--- src/hw/rtl/tlps_pkg.sv ---
`timescale 1ns / 1ps
// ----------------------------------------------------------------------------
// tlps_pkg
// Shared types and constants of the timed light pattern sequencer.
// ----------------------------------------------------------------------------
package tlps_pkg;

  localparam int MAX_ROWS     = 16;
  localparam int IDX_W        = $clog2(MAX_ROWS);
  localparam int CNT_W        = $clog2(MAX_ROWS + 1);
  localparam int PATTERN_BITS = 16;
  localparam int DUR_W        = 16;
  localparam int TIME_W       = 32;

  localparam logic [1:0] OP_ADD     = 2'd0;
  localparam logic [1:0] OP_RESTART = 2'd1;
  localparam logic [1:0] OP_ADVANCE = 2'd2;

  typedef struct packed {
    logic [PATTERN_BITS-1:0] pattern;
    logic [DUR_W-1:0]        duration;
  } row_t;

endpackage

--- src/hw/rtl/tlps_row_mem.sv ---
`timescale 1ns / 1ps
// ----------------------------------------------------------------------------
// tlps_row_mem
// Row table: one write port, one read port, registered read data.
// ----------------------------------------------------------------------------
module tlps_row_mem (
  input  logic                     clk,
  input  logic                     we,
  input  logic [tlps_pkg::IDX_W-1:0] waddr,
  input  tlps_pkg::row_t           wdata,
  input  logic                     re,
  input  logic [tlps_pkg::IDX_W-1:0] raddr,
  output tlps_pkg::row_t           rdata
);

  tlps_pkg::row_t mem [tlps_pkg::MAX_ROWS];

  always_ff @(posedge clk) begin
    if (we) begin
      mem[waddr] <= wdata;
    end
  end

  always_ff @(posedge clk) begin
    if (re) begin
      rdata <= mem[raddr];
    end
  end

endmodule

--- src/hw/rtl/timed_light_pattern_sequencer.sv ---
`timescale 1ns / 1ps
// ----------------------------------------------------------------------------
// timed_light_pattern_sequencer
// Row table of light patterns and durations, stepped by elapsed time.
// ----------------------------------------------------------------------------
// Add, restart and advance each go from S_EXEC to S_CHECK, or straight to
// done when no row is current; in S_CHECK every row stepped over waits on
// one read of the row table. A new request is taken only while busy is low.
// Reset clears row count, index and elapsed time; table contents stay
// undefined until written. Results are shown for one cycle on done and
// cannot be held off.
// ----------------------------------------------------------------------------
module timed_light_pattern_sequencer (
  input  logic                               clk,
  input  logic                               rst,
  input  logic                               start,
  output logic                               busy,
  input  logic [1:0]                         opcode,
  input  logic [tlps_pkg::PATTERN_BITS-1:0]  pattern_in,
  input  logic [tlps_pkg::DUR_W-1:0]         duration_in,
  input  logic [15:0]                        advance_ms,
  output logic                               done,
  output logic [tlps_pkg::PATTERN_BITS-1:0]  pattern_out,
  output logic                               active
);

  typedef enum logic [2:0] {
    S_IDLE  = 3'b001,
    S_EXEC  = 3'b010,
    S_CHECK = 3'b100
  } state_t;

  state_t state;

  logic [1:0]                        op;
  tlps_pkg::row_t                    req_row;
  logic [15:0]                       adv;
  logic [tlps_pkg::CNT_W-1:0]        rows_loaded;
  logic [tlps_pkg::CNT_W-1:0]        current_index;
  logic [tlps_pkg::TIME_W-1:0]       time_in_row;
  logic                              fwd;

  logic                              table_full;
  logic                              do_write;
  logic [tlps_pkg::CNT_W-1:0]        rows_next;
  logic [tlps_pkg::CNT_W-1:0]        index_next;
  logic [tlps_pkg::CNT_W-1:0]        index_inc;
  logic [tlps_pkg::TIME_W:0]         sum;
  logic                              rd_en;
  logic [tlps_pkg::IDX_W-1:0]        rd_addr;
  tlps_pkg::row_t                    rd_data;
  tlps_pkg::row_t                    cur_row;
  logic                              step;

  assign busy       = (state != S_IDLE);
  assign table_full = (rows_loaded == tlps_pkg::CNT_W'(tlps_pkg::MAX_ROWS));
  assign do_write   = (state == S_EXEC) && (op == tlps_pkg::OP_ADD) && !table_full;
  assign rows_next  = do_write ? rows_loaded + 1'b1 : rows_loaded;
  assign index_next = (op == tlps_pkg::OP_RESTART) ? '0 : current_index;
  assign index_inc  = current_index + 1'b1;
  assign sum        = {1'b0, time_in_row} + {{(tlps_pkg::TIME_W - 15){1'b0}}, adv};
  // the row just written cannot come back from the read port in the same cycle
  assign cur_row    = fwd ? req_row : rd_data;
  assign step       = (op == tlps_pkg::OP_ADVANCE) &&
                      (time_in_row > {{(tlps_pkg::TIME_W - tlps_pkg::DUR_W){1'b0}},
                                      cur_row.duration});

  always_comb begin
    rd_en   = 1'b0;
    rd_addr = index_next[tlps_pkg::IDX_W-1:0];
    case (state)
      S_EXEC: begin
        rd_en = 1'b1;
      end
      S_CHECK: begin
        rd_en   = step;
        rd_addr = index_inc[tlps_pkg::IDX_W-1:0];
      end
      default: begin
        rd_en = 1'b0;
      end
    endcase
  end

  tlps_row_mem u_row_mem (
    .clk   (clk),
    .we    (do_write),
    .waddr (rows_loaded[tlps_pkg::IDX_W-1:0]),
    .wdata (req_row),
    .re    (rd_en),
    .raddr (rd_addr),
    .rdata (rd_data)
  );

  always_ff @(posedge clk) begin
    if (rst) begin
      state         <= S_IDLE;
      rows_loaded   <= '0;
      current_index <= '0;
      time_in_row   <= '0;
      done          <= 1'b0;
      fwd           <= 1'b0;
    end else begin
      done <= 1'b0;
      case (state)
        S_IDLE: begin
          if (start) begin
            op      <= opcode;
            req_row <= '{pattern: pattern_in, duration: duration_in};
            adv     <= advance_ms;
            state   <= S_EXEC;
          end
        end
        S_EXEC: begin
          rows_loaded   <= rows_next;
          current_index <= index_next;
          fwd           <= do_write && (index_next == rows_loaded);
          if (op == tlps_pkg::OP_RESTART) begin
            time_in_row <= '0;
          end else if (op == tlps_pkg::OP_ADVANCE) begin
            // saturate on carry out
            time_in_row <= sum[tlps_pkg::TIME_W] ? '1 : sum[tlps_pkg::TIME_W-1:0];
          end
          if (index_next < rows_next) begin
            state <= S_CHECK;
          end else begin
            pattern_out <= '0;
            active      <= 1'b0;
            done        <= 1'b1;
            state       <= S_IDLE;
          end
        end
        S_CHECK: begin
          if (step) begin
            time_in_row   <= time_in_row -
                             {{(tlps_pkg::TIME_W - tlps_pkg::DUR_W){1'b0}}, cur_row.duration};
            current_index <= index_inc;
            fwd           <= 1'b0;
            if (index_inc >= rows_loaded) begin
              pattern_out <= '0;
              active      <= 1'b0;
              done        <= 1'b1;
              state       <= S_IDLE;
            end
          end else begin
            pattern_out <= cur_row.pattern;
            active      <= 1'b1;
            done        <= 1'b1;
            state       <= S_IDLE;
          end
        end
        default: begin
          state <= S_IDLE;
        end
      endcase
    end
  end

  a_done_idle: assert property (@(posedge clk) disable iff (rst)
    done |-> !busy)
    else $error("result shown while still busy");

  a_accept_busy: assert property (@(posedge clk) disable iff (rst)
    (start && !busy) |=> busy)
    else $error("accepted request did not start work");

  a_index_bound: assert property (@(posedge clk) disable iff (rst)
    current_index <= rows_loaded)
    else $error("current row beyond loaded rows");

  a_done_after_work: assert property (@(posedge clk) disable iff (rst)
    done |-> $past(busy))
    else $error("result without a request in flight");

endmodule

--- config.mk ---
export PLATFORM = sky130hd
export DESIGN_NAME = timed_light_pattern_sequencer
export DESIGN_NICKNAME = d
export VERILOG_FILES = /design/src/hw/rtl/tlps_pkg.sv /design/src/hw/rtl/tlps_row_mem.sv /design/src/hw/rtl/timed_light_pattern_sequencer.sv
export SDC_FILE = /design/constraint.sdc
export NUM_CORES = 1
export LEC_CHECK = 0
export ABC_CLOCK_PERIOD_IN_PS = 7150
export BUFFER_PORTS_ARGS = -buffer_cell sky130_fd_sc_hd__buf_2
export CAP_MARGIN = 25
export CORE_ASPECT_RATIO = 2
export CORE_UTILIZATION = 56
export CTS_CLUSTER_DIAMETER = 30
export DETAILED_ROUTE_END_ITERATION = 10
export GPL_TIMING_DRIVEN = 1
export PLACE_DENSITY_LB_ADDON = 0.25
export SETUP_SLACK_MARGIN = 0.3
export SLEW_MARGIN = 30
export SYNTH_ARGS = -nofsm -noshare
export SYNTH_HDL_FRONTEND = slang
export SYNTH_SLANG_ARGS = --single-unit
--- constraint.sdc ---
create_clock -name clk -period 7.15 [get_ports clk]
set_input_delay 1.43 -clock clk [delete_from_list [all_inputs] [get_ports clk]]
set_output_delay 1.43 -clock clk [all_outputs]
set_load 0.005 [all_outputs]
# == Word level (Yosys, flattened, before mapping) ==
# Memories as Yosys holds them, arrays and structs flattened. A register that Yosys moved wholly into a read port is not among the register bits.
# Cells that the tools add are included.
# op_classes
eq_ne,13
magnitude_cmp,3
n_bitwise,1
reduce_logical,12
muxes,33
addsub,4
# op_table
cell,n
$mux 32,5
$pmux 32 s2,1
$mux 16,3
$add 32x16->33,1
$gt 32x16->1,1
$pmux 16 s2,1
$sub 32x16->32,1
$mux 5,3
$mux 3,4
$add 5x1->5 const B,2
$pmux 5 s2,1
$mux 1,9
$pmux 3 s3,1
$pmux 1 s2,4
$ne 2x2->1 const B,3
$ne 3x1->1 const B,2
$reduce_and 3->1,2
$eq 5x5->1,1
$eq 5x5->1 const B,1
$ge 5x5->1,1
$lt 5x5->1,1
$logic_and 1x1->1,4
$mux 4,1
$reduce_and 2->1,2
other kinds (11),11
# word_totals
ram_bits,512
elab_cells,79
n_memories,1
regBits,114
output_inout_bits,19
inputBits,53
# memory_table
name,depth,word_bits,read_ports,rd_ports_with_merged_regs,wr,line,rtl
u_row_mem.mem,16,32,1,1,1,tlps_row_mem.sv:16,tlps_pkg::row_t mem [tlps_pkg::MAX_ROWS];

# == Longest topological paths before layout ==
# Gate-level depths: netlist (run 1).
# depth
word_depth,7
ltp_mapped,14
depth_no_buf,14

# == By module ==
# From an unflattened synthesis (run 1), not the netlist that was laid out.
# unflattened
cells_unflattened,1589
area_unflattened_um2,27406.3
# by_module_without_submodules
mod,area_each_um2,seq_area_each_um2,cells_each,instances
tlps_row_mem,20155.6,16335.7,838,1
timed_light_pattern_sequencer,7250.7,2952.8,751,1

# == Worst setup path after synthesis (run 1) ==
# Ideal clock, no wire load.
# synth_timing
kind,reg-to-reg
start,reg rows_loaded[0] (netlist bit)
end,"reg active, enable pin"
n_path_buf,0
period_less_slack_ns,5.867
stages_incl_launch_ff,14
required_ns,6.732
arrival_time_ns,5.450
setup_time_ns,0.418
path_slack_ns,1.283
cell_sequence,dfxtp_1 > inv_1 > ha_1 > nand2_1 > nor3_1 > nor4_2 > nand2_1 > nor2_1 > xnor2_1 > ha_1 > o2111ai_1 > o211ai_1 > o41ai_1 > a211oi_1
# synth_between
elab_chain_cells,7
word_cells_on_any_way,10
classes_between,add/sub: 1; order compare: 2; eq/ne: 3; mux: 1; reduce/logical: 3
# synth_lines
item,line,rtl
"start, declared",timed_light_pattern_sequencer.sv:38,logic [tlps_pkg::CNT_W-1:0] rows_loaded;
"start signal, assigned",timed_light_pattern_sequencer.sv:115,rows_loaded <= rows_next;
"parallel branches: the longest is 6 deep, another holds $add 5x1->5",--,
$reduce_and 4->1 (no source line) (*),--,
"end signal, assigned",timed_light_pattern_sequencer.sv:128,active <= 1'b0;
"end signal, assigned",timed_light_pattern_sequencer.sv:141,active <= 1'b0;
"end signal, assigned",timed_light_pattern_sequencer.sv:147,active <= 1'b1;
"end, declared",timed_light_pattern_sequencer.sv:24,output logic active
# Mark *: on every way between the ends.
# A chain may end at the register's enable or synchronous reset.

# == Final worst setup path (run 1) ==
# layout_timing
start,reg fwd
end,"reg pattern_out[5] (netlist bit), enable pin"
# layout_between
elab_chain_cells,5
# layout_lines
item,line,rtl
"start, declared",timed_light_pattern_sequencer.sv:41,logic fwd;
"start signal, assigned",timed_light_pattern_sequencer.sv:117,fwd <= do_write && (index_next == rows_loaded);
$mux 32,timed_light_pattern_sequencer.sv:63,assign cur_row = fwd ? req_row : rd_data;
$gt 32x16->1,timed_light_pattern_sequencer.sv:65,"(time_in_row > {{(tlps_pkg::TIME_W - tlps_pkg::DUR_W){1'b0}},"
$logic_and 1x1->1,timed_light_pattern_sequencer.sv:64,assign step = (op == tlps_pkg::OP_ADVANCE) &&
$ne 3x3->1 (no source line),--,
$reduce_and 4->1 (no source line),--,
"end signal, assigned",timed_light_pattern_sequencer.sv:146,pattern_out <= cur_row.pattern;
"end, declared",timed_light_pattern_sequencer.sv:23,"output logic [tlps_pkg::PATTERN_BITS-1:0] pattern_out,"
# No other way between the ends.

==> results.toml, run 1 <==
[run_status]
outcome = "completed"

[logic_synthesis]
synth_edf_count = 611
synth-simple-area-share = 0.1124
synth_top_area_frac = 0.6418
yosysTopAreaCell = "edfxtp_1"
ys.flop_type = "edfxtp_1"
ys_warn_count = 0
synth_top_family_by_area = "compound AO/OA/AOI/OAI gates"
synth_seq_area_share = 0.6747
synthTopCellsByCount = "edfxtp_1, nand2_1, a211oi_1"
synth_compound_area_frac = 0.1383
synth_area_sq_um = 28590
synth_area_leaders = "edfxtp_1, a211oi_1, nand2_1, dfxtp_1, and2_1"
synth_area_per_cell_sq_um = 12.98
synth-xor-area-share = 0.01348
async_flop_share = 0
syn_nets = 2303
muxShareOfSynthArea = 0.01475
ys_ff_latch = 658
synthCells = 2202
yosysMostFrequentCell = "edfxtp_1"
synth_cell_types = 81
synth-adder-area-share = 0.02153

[global_route]
grt_max_degree = 258
grt_antenna_before_repair = 0
grt_first_pass_wirelength_microns = 113900
grt_pass1_vias = 19264
grt_overflow = 0
track_usage = 0.2967

[critical_path]
max_stage_delay_ns = 0.82
path_cells = "buf_4 -> mux2_2 -> ha_1 -> fa_1 -> nand2b_1 -> a21oi_1 -> o21a_1 -> o31a_1 -> nor2_1 -> o41ai_1 -> a211oi_4 -> buf_6"
crit_family = "compound AO/OA/AOI/OAI gates"
criticalPathCategory = "register to register"
rr_startpoint = "fwd"
endpoint_kind = "register"
r2r_slack_ns = 2.50
ff2ff_path_depth = 12
start_kind = "register"
crit_path_max_fanout = 20
cpMaxStageDelayCell = "o41ai_1"
cp.buffers_inverters = 2
cp_data_arrival_time_ns = 5.04
reg2reg_to = "pattern_out[5]"
required_ns = 7.54

[timing]
worstMarginPinSlew_ns = 0.9733
drv_slew = 0
fin_skew_ns = 0.03583
hold_ws_ns = 0.5444
post-route-min-period_ns = 4.651
fin_crit_sh = 0.6504
fmax_mhz = 215.0
slew_headroom = 0.3512
hold_viol = 0
fin_setup_tns_ns = 0
post-route-worst-setup-slack_ns = 2.499
finalSetupViolCount = 0
rsz0062_at_grt = "false"

[route]
num_vias = 19095
drt_pass1_iterations = 5
antenna_left = 0
wl_per_cell_microns = 25.84
viasPerCell = 6.442
remaining_drc_errors = 0
drt_iter0_markers = 1745
drt_wl_total_microns = 76580

[clock_network]
root_buffer = "clkbuf_16"
post_cts_resized = 0
cts_sinks = 658
clk_pin_slew_worst_paths_ns = 0.06
tritoncts = "built"
cts_buffers = 80
post_cts_buffers = 0
htree_levels = 3
cts_buffer_depth = 3
hold_buffers = 0
worstSkewPairLatency_ns = 0.63

[hold_path]
min_from = "time_in_row[0]"
hp-class = "register to register"
worstHoldEndpoint = "time_in_row[0]"
worstHoldPathCells = 2

[placement]
dpl_worst_slack_ns = 2.605
place.gp.congestion = 1.005
dp_hpwl_microns = 43460
port_buffers = 71

[final_layout]
fill_cells = 3668
drive_gt1_frac = 0.1283
multiInputGateArea_sq_um = 8796
area_growth_pct = 13.83
diodes = 0
register_area_sq_um = 19290
nNetsFinal = 2351

[floorplanning]
coreArea_sq_um = 50220
dieArea_sq_um = 52010
core.rowCount = 116
die_w_microns = 161.8
ios = 72
dieHeight_microns = 321.5
initial_core_util = 0.5693

[run]
drv_cap = 0

[power]
ir_worst_vdd_mv = 0.2281
powerDensity_nw_per_um2 = 267.3
power.leakage_nw = 10.71
==> tightest hold or removal path: stages (launching register included) <==
cell,delay [ns]
dfxtp_1,0.33
o21ai_1,0.13
nor2_1,0.04
==> cell type report <==
class	count	area share
tap	649	0.02495
timing repair buffer	110	0.02365
multi-input combinational	1374	0.2703
inverter	26	0.002999
clock inverter	58	0.02211
sequential	658	0.5928
clock buffer	89	0.06321
==> worst max-delay path by stage <==
stage | start | to | slack, ns | cells after the start
floorplan | rows_loaded[0] | active | 1.28 | 13
global placement | fwd | pattern_out[1] | 2.73 | 11
detailed placement | fwd | pattern_out[2] | 2.61 | 11
CTS | fwd | pattern_out[15] | 2.58 | 11
global route | fwd | pattern_out[5] | 2.19 | 12
finish | fwd | pattern_out[5] | 2.50 | 12
==> state kept, by name, indices dropped and copies added (netlist names), 3 cells and up <==
register,cells
current_index,5
u_row_mem.mem,512
req_row,32
rows_loaded,5
u_row_mem.rdata,32
adv,16
state,3
pattern_out,16
time_in_row,32
==> where the power goes <==
group	switching (mW)	total [mW]	internal (mW)
Sequential	0.0491	4.27	4.22
Combinational	0.176	0.273	0.0966
Clock	1.71	4.15	2.44
==> per-stage QoR <==
| stage | instance area (sq um) | total power, mW | instances | utilization |
|---|---|---|---|---|
| floorplan | 28590 | 4.512 | 2202 | - |
| global placement | 29640 | 4.609 | 2812 | 0.5902 |
| detailed placement | 29670 | 4.620 | 2813 | 0.5908 |
| CTS | 32450 | 8.737 | 2960 | 0.6461 |
| global route | 32540 | 8.924 | 2964 | 0.6480 |
| finish | 32540 | 8.698 | 2964 | 0.6480 |
==> layer usage <==
| layer | GRT usage | part of all wire | vias up |
|---|---|---|---|
| li1 | - | - | 8539 |
| met1 | 0.3318 | 0.36 | 9541 |
| met2 | 0.5329 | 0.53 | 785 |
| met3 | 0.04352 | 0.057 | 230 |
| met4 | 0.1717 | 0.054 | 0 |
| met5 | 0 | 0 | - |
==> cells in the final DEF, fill, tap and decap left out, types with 8 or more instances in the layout <==
cell type / count
a211oi_1: 180
a21o_1: 9
a21oi_1: 119
a311oi_1: 66
a31oi_1: 70
and2_0: 40
and2_1: 99
buf_2: 71
buf_4: 31
bufinv_16: 8
clkbuf_1: 8
clkbuf_16: 81
clkinv_8: 10
dfxtp_1: 46
edfxtp_1: 611
ha_1: 46
inv_1: 26
inv_6: 9
mux2i_1: 39
nand2_1: 316
nand2b_1: 10
nand3_1: 19
nand4_1: 11
nor2_1: 87
nor2_4: 13
nor3_1: 21
o211ai_1: 13
o21a_1: 8
o21ai_0: 30
or3_1: 9
xnor2_1: 30
xor2_1: 14
==> kinds of logic after synthesis <==
logic type | Yosys count
and+or+nand+nor | 677
DFF | 658
AOI/OAI and AO/OA | 563
buffers and inverters | 170
adders and majority gates | 48
xor gates and xnor gates | 44
muxes | 42
(Power assumes the default switching activity.)
==> run 2, diff against run 1 <==
--- a/config.mk
+++ b/config.mk
@@ -5,7 +5,7 @@
 export SDC_FILE = /design/constraint.sdc
 export NUM_CORES = 1
 export LEC_CHECK = 0
-export ABC_CLOCK_PERIOD_IN_PS = 7150
+export ABC_CLOCK_PERIOD_IN_PS = 4100
 export BUFFER_PORTS_ARGS = -buffer_cell sky130_fd_sc_hd__buf_2
 export CAP_MARGIN = 25
 export CORE_ASPECT_RATIO = 2
==> constraint.sdc (replaced) <==
create_clock -name clk -period 4.1 [get_ports clk]
set_input_delay 0.82 -clock clk [delete_from_list [all_inputs] [get_ports clk]]
set_output_delay 0.82 -clock clk [all_outputs]
set_load 0.005 [all_outputs]
==> run 2 against run 1 <==
Clock-buffer cell count decreased by 6. Non-clock buffer count increased by 35. Worst setup slack got worse by 2.0 ns. Design area increased by 0.75%. Power increased by 72%. Flip-flop and latch count unchanged. Clock power increased by 69%. Fmax increased by 29%. Sequential power increased by 74%. Global-route usage decreased by 0.97 points. Worst hold slack got worse by 0.17 ns. Die area unchanged. Critical endpoint is now pattern_out[13].
==> results.toml, run 2 (synthesized netlist as in run 1, its figures left out) <==
[critical_path]
endpoint_kind = "register"
crit_path_max_fanout = 17
cpMaxStageDelayCell = "edfxtp_1"
criticalPathCategory = "register to register"
path_cells = "mux2i_1 -> ha_1 -> nand4_1 -> nor4_1 -> a21oi_1 -> o31a_1 -> buf_4 -> nor2_2 -> o41ai_4 -> a211oi_4 -> buf_12"
start_kind = "register"
cp_data_arrival_time_ns = 3.91
required_ns = 4.41
cp.buffers_inverters = 2
max_stage_delay_ns = 0.67
crit_family = "simple AND/OR/NAND/NOR gates"

[global_route]
grt_max_degree = 206
grt_antenna_before_repair = 0
track_usage = 0.2871
grt_pass1_vias = 19197
grt_overflow = 0
grt_first_pass_wirelength_microns = 110800

[final_layout]
largest-register = "u_row_mem.mem"
drive_gt1_frac = 0.1429
stdcell_area_sq_um = 32790
area_growth_pct = 14.68
diodes = 0
final_cell_mix = "edfxtp_1, nand2_1, a211oi_1"
final_util = 0.6529
layout_commonest_cell = "edfxtp_1"
nNetsFinal = 2382
largest_reg_flops = 512

[floorplanning]
core.rowCount = 116
coreArea_sq_um = 50220
dieArea_sq_um = 52010
dieHeight_microns = 321.5
initial_core_util = 0.5693
ios = 72
die_w_microns = 161.8

[run_status]
outcome = "completed"

[power]
p_int_mw = 11.63
switching_share = 0.2211
power_frac_clock = 0.469
p_sw_mw = 3.302
ir_worst_vdd_mv = 0.3550
finalPower_mw = 14.94
pwr-share-comb = 0.033
p_seq_frac = 0.498
power.leakage_nw = 10.86
powerDensity_nw_per_um2 = 455.6

[placement]
postPlaceCellArea_sq_um = 29950
port_buffers = 71
dp_hpwl_microns = 43810
place.gp.congestion = 0.9704

[timing]
fin_crit_sh = 0.8788
finalSetupViolCount = 0
fin_setup_tns_ns = 0
slew_headroom = 0.4169
fin_skew_ns = 0.02953
hold_viol = 0
drv_slew = 0
post-route-min-period_ns = 3.603
rsz0062_at_grt = "false"
worstMarginPinSlew_ns = 0.8746
fmax_mhz = 277.5

[route]
remaining_drc_errors = 0
drt_iter0_markers = 1693
drt_wl_total_microns = 73720
wl_per_cell_microns = 24.62
antenna_left = 0
drt_pass1_iterations = 5
num_vias = 18971
viasPerCell = 6.336

[clock_network]
tritoncts = "built"
hold_buffers = 0
root_buffer = "clkbuf_16"
cts_buffer_depth = 3
worstSkewPairLatency_ns = 0.62
clk_pin_slew_worst_paths_ns = 0.06
htree_levels = 3
cts_buffers = 76
cts_sinks = 658

[hold_path]
hp-class = "input port to register"

[run]
drv_cap = 0
run 2: changes by cell type in the layout (fill, tap and decap cells not counted), sizes merged:
cell / change
buf: +35
inv: +8
clkbuf: -6
clkinv: -9
clkinvlp: +2
run 2: path summary, 6_finish.rpt:
| kind | from | to | slack [ns] | depth (start not counted) |
|---|---|---|---|---|
| hold reg to reg | time_in_row[0] | time_in_row[0] | 0.56 | 2 |
| setup / recovery | req_row[8] | pattern_out[13] | 0.50 | 11 |
| hold / removal | pattern_in[2] | req_row[18] | 0.37 | 1 |
| setup reg to reg | req_row[8] | pattern_out[13] | 0.50 | 11 |
run 2: worst reg2reg max path, cell delays in order, from the launching register on:
cell and delay (ns):
edfxtp_1 0.67, mux2i_1 0.32, ha_1 0.51, nand4_1 0.23, nor4_1 0.34, a21oi_1 0.07
o31a_1 0.11, buf_4 0.17, nor2_2 0.30, o41ai_4 0.15, a211oi_4 0.21, buf_12 0.20
run 2: layout make-up:
cell class,count,area (sq um)
flip-flops and latches,658,19290
fillers,3631,17430
multi-input cells,1374,8847
clock buffers,83,1949
repair buffers,145,1069
well taps,649,812.0
clock inverters,59,718.2
inverters,26,97.59
run 2: per-layer routing:
metal / vias to the layer above / routed length (microns) / GRT usage
li1: 8597 / - / -
met1: 9468 / 26250 / 0.3132
met2: 690 / 39380 / 0.5234
met3: 216 / 3930 / 0.03773
met4: 0 / 4160 / 0.1744
met5: - / 0 / 0
run 2: power groups by stage:
stage / registers, mW / logic [mW] / clock network (mW)
3_5_place_dp: 7.59 / 0.476 / 0
6_report: 7.44 / 0.499 / 7.00
3_3_place_gp: 7.58 / 0.466 / 0
5_1_grt: 7.44 / 0.544 / 7.36
2_1_floorplan: 7.55 / 0.322 / 0
4_1_cts: 7.44 / 0.480 / 7.08
run 2: what timing repair did:
| action | in CTS | in global routing |
|---|---|---|
| gates resized for setup | 0 | 5 |
| setup buffers | 0 | 17 |
| setup endpoints to repair | 0 | 65 |
run 2: stage by stage:
step	worst slack, ns	cells	hold slack [ns]
after detailed placement	0.3347	2835	0.5460
final	0.4969	2994	0.3717
after global routing	0.3058	2994	0.3527
after global placement	0.4333	2835	0.5371
after floorplan	0.006825	2202	0.4673
after CTS	0.3045	2977	0.3484
==> run 3, diff against run 2 <==
--- a/config.mk
+++ b/config.mk
@@ -6,12 +6,12 @@
 export NUM_CORES = 1
 export LEC_CHECK = 0
 export ABC_CLOCK_PERIOD_IN_PS = 4100
-export BUFFER_PORTS_ARGS = -buffer_cell sky130_fd_sc_hd__buf_2
 export CAP_MARGIN = 25
 export CORE_ASPECT_RATIO = 2
 export CORE_UTILIZATION = 56
 export CTS_CLUSTER_DIAMETER = 30
 export DETAILED_ROUTE_END_ITERATION = 10
+export DONT_BUFFER_PORTS = 1
 export GPL_TIMING_DRIVEN = 1
 export PLACE_DENSITY_LB_ADDON = 0.25
 export SETUP_SLACK_MARGIN = 0.3
==> run 3 against run 2 <==
Design area rose by 0.16%. Global-route usage rose by 1.1 points. Non-clock buffer count fell by 65. Critical endpoint is now pattern_out[14]. Largest cell class unchanged.
==> results.toml, run 3 (synthesized netlist as in run 1, its figures left out) <==
[run_status]
outcome = "completed"

[timing]
post-route-min-period_ns = 3.715
fin_setup_tns_ns = 0
hold_ws_ns = 0.2838
slew_headroom = 0.3940
drv_slew = 0
worstMarginPinSlew_ns = 0.9056
hold_viol = 0
fin_crit_sh = 0.9061
rsz0062_at_grt = "true"
post-route-worst-setup-slack_ns = 0.3850
finalSetupViolCount = 0
fin_skew_ns = 0.02822
fmax_mhz = 269.2

[power]
finalPower_mw = 15.47
powerDensity_nw_per_um2 = 471.0
power.leakage_nw = 10.76
ir_worst_vdd_mv = 0.4100

[route]
drt_wl_total_microns = 76030
antenna_left = 0
remaining_drc_errors = 0
drt_iter0_markers = 1858
wl_per_cell_microns = 25.83
viasPerCell = 6.464
drt_pass1_iterations = 6
num_vias = 19030

[critical_path]
rr_startpoint = "fwd"
r2r_slack_ns = 0.38
cp.buffers_inverters = 1
path_cells = "mux2_2 -> ha_1 -> fa_1 -> nand2b_1 -> a21oi_2 -> o21a_1 -> o31a_1 -> nor2_1 -> o41ai_2 -> a211oi_4 -> buf_12"
crit_family = "compound AO/OA/AOI/OAI gates"
required_ns = 4.47
ff2ff_path_depth = 11
max_stage_delay_ns = 0.52
cp_data_arrival_time_ns = 4.09
endpoint_kind = "register"
start_kind = "register"
criticalPathCategory = "register to register"
reg2reg_to = "pattern_out[14]"
cpMaxStageDelayCell = "o41ai_2"
crit_path_max_fanout = 17

[global_route]
grt_antenna_before_repair = 3
track_usage = 0.2981
grt_pass1_vias = 19158
grt_max_degree = 145
grt_first_pass_wirelength_microns = 114100
grt_overflow = 0

[hold_path]
min_from = "duration_in[7]"
worstHoldEndpoint = "req_row[7]"
worstHoldPathCells = 0
hp-class = "input port to register"

[clock_network]
cts_buffers = 85
htree_levels = 3
cts_sinks = 658
root_buffer = "clkbuf_16"
clk_pin_slew_worst_paths_ns = 0.06
hold_buffers = 0
worstSkewPairLatency_ns = 0.63
tritoncts = "built"
cts_buffer_depth = 3

[final_layout]
finalNonFillerCells = 2944
register_area_sq_um = 19290
drive_gt1_frac = 0.1256
largest-register = "u_row_mem.mem"
layout_commonest_cell = "edfxtp_1"
final_cell_mix = "edfxtp_1, nand2_1, a211oi_1"
area_growth_pct = 14.86
nNetsFinal = 2326
multiInputGateArea_sq_um = 8832
stdcell_area_sq_um = 32840
fill_cells = 3615
largest_reg_flops = 512
final_util = 0.6539

[placement]
dpl_worst_slack_ns = 0.3769
dp_hpwl_microns = 44850
port_buffers = 0
postPlaceCellArea_sq_um = 29850
placedCellCount = 2783
place.gp.congestion = 1.005

[run]
drv_cap = 0

[floorplanning]
dieHeight_microns = 321.5
die_w_microns = 161.8
coreArea_sq_um = 50220
ios = 72
core.rowCount = 116
initial_core_util = 0.5693
dieArea_sq_um = 52010
==> run 3: changes by cell type in the layout (fill, tap and decap cells not counted), sizes merged <==
cell / delta
inv: +13
clkinvlp: -2
diode: +2
buf: -65
clkbuf: +9
bufinv: -5
clkinv: -2
==> run 3: worst max path at each step <==
| stage | cells past startpoint | end | startpoint | slack (ns) |
|---|---|---|---|---|
| after floorplan | 7 | u_row_mem.mem[1][0] | rows_loaded[0] | 0.007 |
| after global placement | 11 | active | fwd | 0.47 |
| after detailed placement | 11 | pattern_out[12] | fwd | 0.38 |
| after CTS | 11 | pattern_out[14] | fwd | 0.38 |
| after global routing | 10 | pattern_out[15] | req_row[2] | 0.21 |
| final | 11 | pattern_out[14] | fwd | 0.38 |
==> run 3: layout make-up <==
cell class,instances,area share
diodes,2,0.0001524
clock buffers,92,0.06817
clock inverters,63,0.02119
inverters,26,0.002972
multi-input cells,1374,0.2690
flip-flops and latches,658,0.5875
well taps,649,0.02473
repair buffers,80,0.02629
==> run 3: report_power, final <==
part,internal [mW],switching (mW)
clock,4.34,3.22
combinational,0.169,0.293
sequential,7.36,0.0797
==> run 3: repair_timing <==
| item | CTS | global route |
|---|---|---|
| resized for setup | 0 | 1 |
| endpoints found under the setup margin | 0 | 20 |
| buffers inserted | 0 | 4 |
==> run 3: metal layers <==
| layer | global-route usage | vias to the layer above | share of wire |
|---|---|---|---|
| li1 | - | 8512 | - |
| met2 | 0.5279 | 808 | 0.53 |
| met3 | 0.04996 | 276 | 0.064 |
| met4 | 0.1952 | 0 | 0.065 |
| met5 | 0 | - | 0 |
| met1 | 0.3265 | 9434 | 0.35 |
